<file path="src/rtl/tss_pkg.sv">
// ----------------------------------------------------------------------------
// tss_pkg
// Shared types and codes for the time-slice scheduler.
// ----------------------------------------------------------------------------
package tss_pkg;

  localparam logic CMD_SCHED = 1'b0;
  localparam logic CMD_WRITE = 1'b1;

  typedef enum logic [1:0] {
    ST_IDLE,
    ST_SCAN,
    ST_RESCAN
  } tss_state_e;

  // broadcast controls from the sequencer to every cell
  typedef struct packed {
    logic write;
    logic recharge;
  } tss_ctrl_t;

endpackage

</file>
<file path="src/rtl/tss_cell.sv">
// ----------------------------------------------------------------------------
// tss_cell
// One task table entry plus one stage of the best-candidate ripple chain.
// ----------------------------------------------------------------------------
module tss_cell
  import tss_pkg::*;
#(
  parameter int CELL_IDX   = 0,
  parameter int TASK_W     = 6,
  parameter int SLICE_BITS = 16
) (
  input  logic                  clk_i,
  input  logic                  rst_ni,
  input  tss_ctrl_t             ctrl_i,
  input  logic                  wr_hit_i,
  input  logic [SLICE_BITS-1:0] wr_prio_i,
  input  logic [SLICE_BITS-1:0] wr_slice_i,
  input  logic                  wr_run_i,
  input  logic [TASK_W-1:0]     cur_task_i,
  input  logic                  found_i,
  input  logic [TASK_W-1:0]     idx_i,
  input  logic [SLICE_BITS-1:0] val_i,
  input  logic                  cur_ok_i,
  output logic                  found_o,
  output logic [TASK_W-1:0]     idx_o,
  output logic [SLICE_BITS-1:0] val_o,
  output logic                  cur_ok_o
);

  logic                  run_q, run_d;
  logic [SLICE_BITS-1:0] slice_q, slice_d;
  logic [SLICE_BITS-1:0] prio_q, prio_d;
  logic                  found_q, found_d;
  logic                  cur_ok_q, cur_ok_d;
  logic [TASK_W-1:0]     idx_q, idx_d;
  logic [SLICE_BITS-1:0] val_q, val_d;
  logic                  take;
  logic                  is_cur;

  always_comb begin
    run_d   = run_q;
    slice_d = slice_q;
    prio_d  = prio_q;
    if (ctrl_i.write && wr_hit_i) begin
      run_d   = wr_run_i;
      slice_d = wr_slice_i;
      prio_d  = wr_prio_i;
    end else if (ctrl_i.recharge && run_q) begin
      slice_d = prio_q;
    end
  end

  assign take     = run_q && (!found_i || (slice_q > val_i));
  assign is_cur   = (cur_task_i == TASK_W'(CELL_IDX));
  assign found_d  = found_i | run_q;
  assign idx_d    = take ? TASK_W'(CELL_IDX) : idx_i;
  assign val_d    = take ? slice_q : val_i;
  assign cur_ok_d = cur_ok_i | (is_cur && run_q && (slice_q != '0));

  always_ff @(posedge clk_i or negedge rst_ni) begin
    if (!rst_ni) begin
      run_q    <= 1'b0;
      slice_q  <= '0;
      prio_q   <= '0;
      found_q  <= 1'b0;
      cur_ok_q <= 1'b0;
    end else begin
      run_q    <= run_d;
      slice_q  <= slice_d;
      prio_q   <= prio_d;
      found_q  <= found_d;
      cur_ok_q <= cur_ok_d;
    end
  end

  always_ff @(posedge clk_i) begin
    idx_q <= idx_d;
    val_q <= val_d;
  end

  assign found_o  = found_q;
  assign idx_o    = idx_q;
  assign val_o    = val_q;
  assign cur_ok_o = cur_ok_q;

endmodule

</file>
<file path="config.mk">
export PLATFORM = sky130hd
export DESIGN_NAME = tss_cell
export DESIGN_NICKNAME = d
export VERILOG_FILES = /design/src/rtl/tss_pkg.sv /design/src/rtl/tss_cell.sv
export SDC_FILE = /design/constraint.sdc
export NUM_CORES = 1
export LEC_CHECK = 0
export ABC_CLOCK_PERIOD_IN_PS = 3100
export BUFFER_PORTS_ARGS = -buffer_cell sky130_fd_sc_hd__buf_2
export CAP_MARGIN = 25
export CORE_ASPECT_RATIO = 0.7
export CORE_MARGIN = 3
export CORE_UTILIZATION = 50
export CTS_CLUSTER_DIAMETER = 80
export CTS_CLUSTER_SIZE = 24
export DETAILED_ROUTE_END_ITERATION = 10
export PLACE_DENSITY = 0.83
export SYNTH_ARGS = -nofsm -noshare
export SYNTH_HDL_FRONTEND = slang
export SYNTH_SLANG_ARGS = --single-unit
</file>
<file path="constraint.sdc">
create_clock -name clk_i -period 3.1 [get_ports clk_i]
set_input_delay 0.465 -clock clk_i [delete_from_list [all_inputs] [get_ports clk_i]]
set_output_delay 0.465 -clock clk_i [all_outputs]
set_load 0.05 [all_outputs]
</file>
==> metrics.cfg, run 1 <==
[run_status]
status=complete, no violations

[yosys]
synth_cell_types=28
netlist_top_cells_area=dfrtp_1 33%, dfxtp_1 17%, mux2_2 8.1%
synth_top_area_frac=0.3319
synthTopCellsByCount=35 x dfrtp_1, 22 x dfxtp_1, 21 x nand2_1
synth_most_common_cell=dfrtp_1
synthArstFlopShare=0.6140
avgSynthCellArea_um2=11.78
synth_top_area_cell=dfrtp_1
synth-seq-cells=57
netlist_area_um2=2639
synth_warnings=0
synthFlopType=dfrtp_1
synth_edf_count=0
syn_inst=224
synth-seq-area-share=0.4988
synthesis.nets=308

[placed_design]
portBuffers=91
dp_slack_ns=0.2653
gp_congestion=0.8139
numPlacedInstances=377
place_hpwl_mm=4.291

[floorplan]
die_w_um=92.83
core_um2=4940
pin_count=92
die_h_um=66.78
start_util=0.5342
num_rows=21
die-area_um2=6199

[routing]
drt_wl_total_mm=5.481
drt_pre_antenna_iters=4
vias_per_cell=4.985
post_drt_wl_per_cell_um=13.95
antenna_left=0
drt_iter0_markers=64
num_vias=1959
remaining_drc_errors=0

[timing]
timing.hold.ws_ns=0.1993
finalCritPeriodShare=0.8774
max_slew.worst_pin.slew_ns=0.8634
fin_worst_skew_ns=0.006603
fin_tns_setup_ns=0
fin_crit_ns=2.720
relSlewSlack=0.4244
fmax_ghz=0.3677
slew_viol_final=0
layout_setup_ws_ns=0.3801
hold_viol_final=0
setup_violations=0
rsz0062_at_grt=no

[worst_hold_path]
hp-class=primary input to async pin

[layout]
drive_above_1_share=0.4537
stdcell_count=393
diodes=0
nets=403
area_delta_synth_final_pct=27.07

[clocking]
clk_path_buf_depth=2
cts_setup_buffers=0
cts_tree=built
h-tree-depth=3
cts.sinks=57
cts_inserted_buffers=9
clk_latency_ns=0.33
cts_resized=0
cts-root-buf=clkbuf_8
clk_pin_slew_ns=0.06
hold_buffers=0

[worst_setup_path]
cp.arrival_ns=2.93
start_kind=flip-flop
path_delay_family=simple AND/OR/NAND/NOR gates
worstSetupEndpointType=flip-flop
crit_path_max_fanout=19
slowest_stage=or4_4
timing.critical_path.buf_inv=1
worstPathCellList=ha_1, nand4_2, or4_4, a21o_1, a31oi_4, buf_12, mux2_2
critPathRequiredTime_ns=3.31
max_stage_delay_ns=0.58
path_class=flip-flop to flip-flop

[global_routing]
grt_pass1_vias=1869
grtUsageTotal=0.1885
grt_first_pass_wirelength_mm=8.769
gr-total-overflow=0
grt_max_degree=36
antenna_found_initial=0

[power_and_ir_drop]
p_per_area_nw_per_um2=689.4
peakVddDrop_v=0.0003511
p_leak_uw=0.001662

[run]
max_cap_violations=0

[report_power, final]
group,internal [µW],switching (µW)
logic,269,409
clock network,391,268
registers,878,97.4
[worst register-to-register path, cell delays in order, from the launching register on]
cell	delay, ns
dfrtp_1	0.42
ha_1	0.37
nand4_2	0.17
or4_4	0.58
a21o_1	0.20
a31oi_4	0.31
buf_12	0.21
mux2_2	0.35
[state kept, by name, indices dropped and copies added, names as in the netlist]
name and flops:
run_q 1, idx_o 6, slice_q 16, prio_q 16, found_o 1, val_o 16, cur_ok_o 1
[metal layers]
layer  GRT usage  part of all wire
met2      0.2816              0.41
met4     0.06581            0.0071
met1      0.2493              0.48
met5           0                 0
met3     0.07449             0.096
[final timing paths]
path                       slack, ns   startpoint  cells after the start         end
max in group asynchronous       2.42       rst_ni                      1   prio_q[3]
min in group clk_i              0.33     cur_ok_i                      2    cur_ok_o
max reg2reg                     0.38  slice_q[15]                      7    val_o[0]
max                             0.38  slice_q[15]                      7    val_o[0]
min                             0.20       rst_ni                      1  prio_q[13]
min reg2reg                     0.51    prio_q[3]                      1   prio_q[3]
[kinds of logic after synthesis]
| family | after synthesis | synth area share |
|---|---|---|
| flops | 57 | 0.4988 |
| compound gates | 31 | 0.07112 |
| buf+inv | 25 | 0.04125 |
| mux | 49 | 0.2214 |
| fa+ha+maj | 16 | 0.07586 |
| simple gates | 46 | 0.09151 |
[per-stage QoR]
| stage | utilization | area [µm²] | power [µW] |
|---|---|---|---|
| final | 0.6788 | 3353 | 2312 |
| after floorplan | - | 2639 | 1472 |
| after detailed placement | 0.6406 | 3164 | 1667 |
| after global routing | 0.6788 | 3353 | 2439 |
| after CTS | 0.6788 | 3353 | 2335 |
| after global placement | 0.6406 | 3164 | 1642 |
[area by class of cell]
class,count,area [µm²]
repair buffers,93,483.0
fillers,386,1587
clock inverters,3,40.04
clock buffers,13,148.9
flip-flops and latches,57,1316
well taps,69,86.33
inverters,16,60.06
multi-input cells,142,1219
[placed cells by master (no fill, tap or decap), types with 3 or more instances in the layout]
| cell | synthesis | routed |
|---|---|---|
| o21ai_0 | 19 | 19 |
| buf_2 | 0 | 91 |
| inv_1 | 16 | 16 |
| ha_1 | 16 | 16 |
| mux2i_1 | 16 | 16 |
| clkbuf_1 | 7 | 3 |
| nor2b_1 | 8 | 8 |
| nor3_1 | 3 | 3 |
| nor4_1 | 4 | 4 |
| dfrtp_1 | 35 | 35 |
| mux2_2 | 19 | 19 |
| dfxtp_1 | 22 | 22 |
| nand2_1 | 21 | 21 |
| a21oi_1 | 7 | 6 |
| mux2_4 | 14 | 14 |
| nand4_1 | 3 | 3 |
| clkbuf_8 | 0 | 10 |
Note: power is estimated with default switching activity, not from simulation.
==> run 2, diff against run 1 <==
- BUFFER_PORTS_ARGS: -buffer_cell sky130_fd_sc_hd__buf_2 -> -buffer_cell sky130_fd_sc_hd__buf_4
- SLEW_MARGIN: unset -> 15
==> metrics.cfg, run 2 (synthesized netlist as in run 1, its figures left out) <==
[run_status]
status=complete, no violations

[clocking]
cts_inserted_buffers=9  ; unchanged
hold_buffers=0  ; unchanged
clk_path_buf_depth=2  ; unchanged
cts-root-buf=clkbuf_8
h-tree-depth=3  ; unchanged
clk_pin_slew_ns=0.06  ; about the same
cts_resized=0  ; unchanged
cts_setup_buffers=0  ; unchanged
clk_latency_ns=0.34  ; about the same
cts.sinks=57  ; unchanged
cts_tree=built

[worst_hold_path]
hp-class=primary input to async pin

[routing]
wl_met3_um=606  ; +15%
top_layer_used=met4
num_vias=1935  ; -1.2%
antenna_left=0  ; unchanged
drt_wl_total_mm=5.657  ; +3.2%
drt_pre_antenna_iters=5  ; +1
drt_iter0_markers=52  ; -19%
vias_per_cell=4.924  ; -1.2%
remaining_drc_errors=0  ; unchanged
wl_met2_mm=2.297  ; +1.1%
post_drt_wl_per_cell_um=14.39  ; +3.2%
m1WireLength_mm=2.646  ; about the same

[global_routing]
antenna_found_initial=0  ; unchanged
grtUsageTotal=0.2000  ; +0.01140
grt_first_pass_wirelength_mm=9.142  ; +4.3%
grt_pass1_vias=1947  ; +4.2%
gr-total-overflow=0  ; unchanged
grt_max_degree=36  ; unchanged

[worst_setup_path]
r2r_end=val_o[0]
cp.arrival_ns=2.91  ; -0.02 ns
r2r_slack_ns=0.42  ; +0.04 ns
worstReg2RegStart=slice_q[15]
path_delay_family=simple AND/OR/NAND/NOR gates
worstPathCellList=ha_1, nand4_2, or4_4, a21o_1, a31oi_4, buf_12, mux2_2
timing.critical_path.buf_inv=1  ; unchanged
path_class=flip-flop to flip-flop
crit_path_max_fanout=19  ; unchanged
critPathRequiredTime_ns=3.32  ; about the same
start_kind=flip-flop
slowest_stage=or4_4
max_stage_delay_ns=0.57  ; about the same
worstSetupEndpointType=flip-flop
reg2reg_depth=7  ; unchanged

[timing]
hold_viol_final=0  ; unchanged
rsz0062_at_grt=no
max_slew.worst_pin.slew_ns=0.8616  ; -0.001759 ns
relSlewSlack=0.4256  ; +0.001172
fin_tns_setup_ns=0  ; unchanged
setup_violations=0  ; unchanged
timing.hold.ws_ns=0.06335  ; -0.1360 ns
fin_crit_ns=2.685  ; -0.03520 ns
slew_viol_final=0  ; unchanged
fin_worst_skew_ns=0.008282  ; +0.001679 ns
finalCritPeriodShare=0.8660  ; -0.01135
fmax_ghz=0.3725  ; +1.3%

[floorplan]
pin_count=92  ; unchanged
core_um2=4940  ; unchanged
die_h_um=66.78  ; unchanged
die_w_um=92.83  ; unchanged
die-area_um2=6199  ; unchanged
start_util=0.5342  ; unchanged
num_rows=21  ; unchanged

[placed_design]
portBuffers=91  ; unchanged
place_hpwl_mm=4.346  ; +1.3%
gp_congestion=0.8098  ; -0.50%
placed_cell_area_um2=3392  ; +7.2%

[layout]
fillers=370  ; -4.1%
drive_above_1_share=0.4537  ; unchanged
postLayoutCoreUtil=0.7204  ; +0.04154
fin_area_um2=3558  ; +6.1%
diodes=0  ; unchanged
mostFrequentLayoutCell=buf_4
nets=403  ; unchanged
area_delta_synth_final_pct=34.85
final_cell_mix=92 x buf_4, 35 x dfrtp_1, 22 x dfxtp_1

[power_and_ir_drop]
p_leak_uw=0.001725  ; +3.8%
p_per_area_nw_per_um2=646.4  ; -6.2%
peakVddDrop_v=0.0003589  ; +2.2%

[run]
max_cap_violations=0  ; unchanged

-- run 2: cell types whose count changed in the layout (fill, tap and decap cells not counted) --
cell,previous run,this run
buf_2,91,0
clkinvlp_4,0,1
bufinv_16,1,0
buf_4,1,92
-- run 2: final cells by class --
cell class,count,area [µm²],area share
clock buffers,13,148.9,0.04184
clock inverters,3,17.52,0.004923
inverters,16,60.06,0.01688
multi-input cells,142,1219,0.3425
flip-flops and latches,57,1316,0.3699
well taps,69,86.33,0.02426
repair buffers,93,710.7,0.1997
-- run 2: report_power, final --
group	switching, µW	total, µW	internal, µW
Combinational	411	736	325
Sequential	97.6	975	878
Clock	280	589	309
-- run 2: how the worst max path moves through the flow --
stage | startpoint | end | slack [ns] | cells past startpoint
6_report | slice_q[15] | val_o[0] | 0.42 | 7
5_1_grt | slice_q[15] | val_o[0] | 0.36 | 7
4_1_cts | slice_q[15] | val_o[0] | 0.43 | 7
3_5_place_dp | val_i[15] | val_o[15] | 0.29 | 9
3_3_place_gp | val_i[15] | val_o[0] | 0.35 | 9
2_1_floorplan | val_i[15] | val_o[10] | 0.59 | 8
-- run 2: routing by layer --
| metal | GRT usage | vias to the layer above |
|---|---|---|
| met5 | 0 | - |
| met4 | 0.06947 | 0 |
| met3 | 0.1185 | 12 |
| met2 | 0.2816 | 89 |
| met1 | 0.2529 | 863 |
| li1 | - | 971 |
-- run 2: metrics by stage --
stage | setup slack (ns) | cells | total power, µW
3_3_place_gp | 0.3504 | 377 | 1702
6_report | 0.4153 | 393 | 2300
2_1_floorplan | 0.5920 | 224 | 1472
4_1_cts | 0.4322 | 393 | 2319
3_5_place_dp | 0.2858 | 377 | 1727
5_1_grt | 0.3625 | 393 | 2432
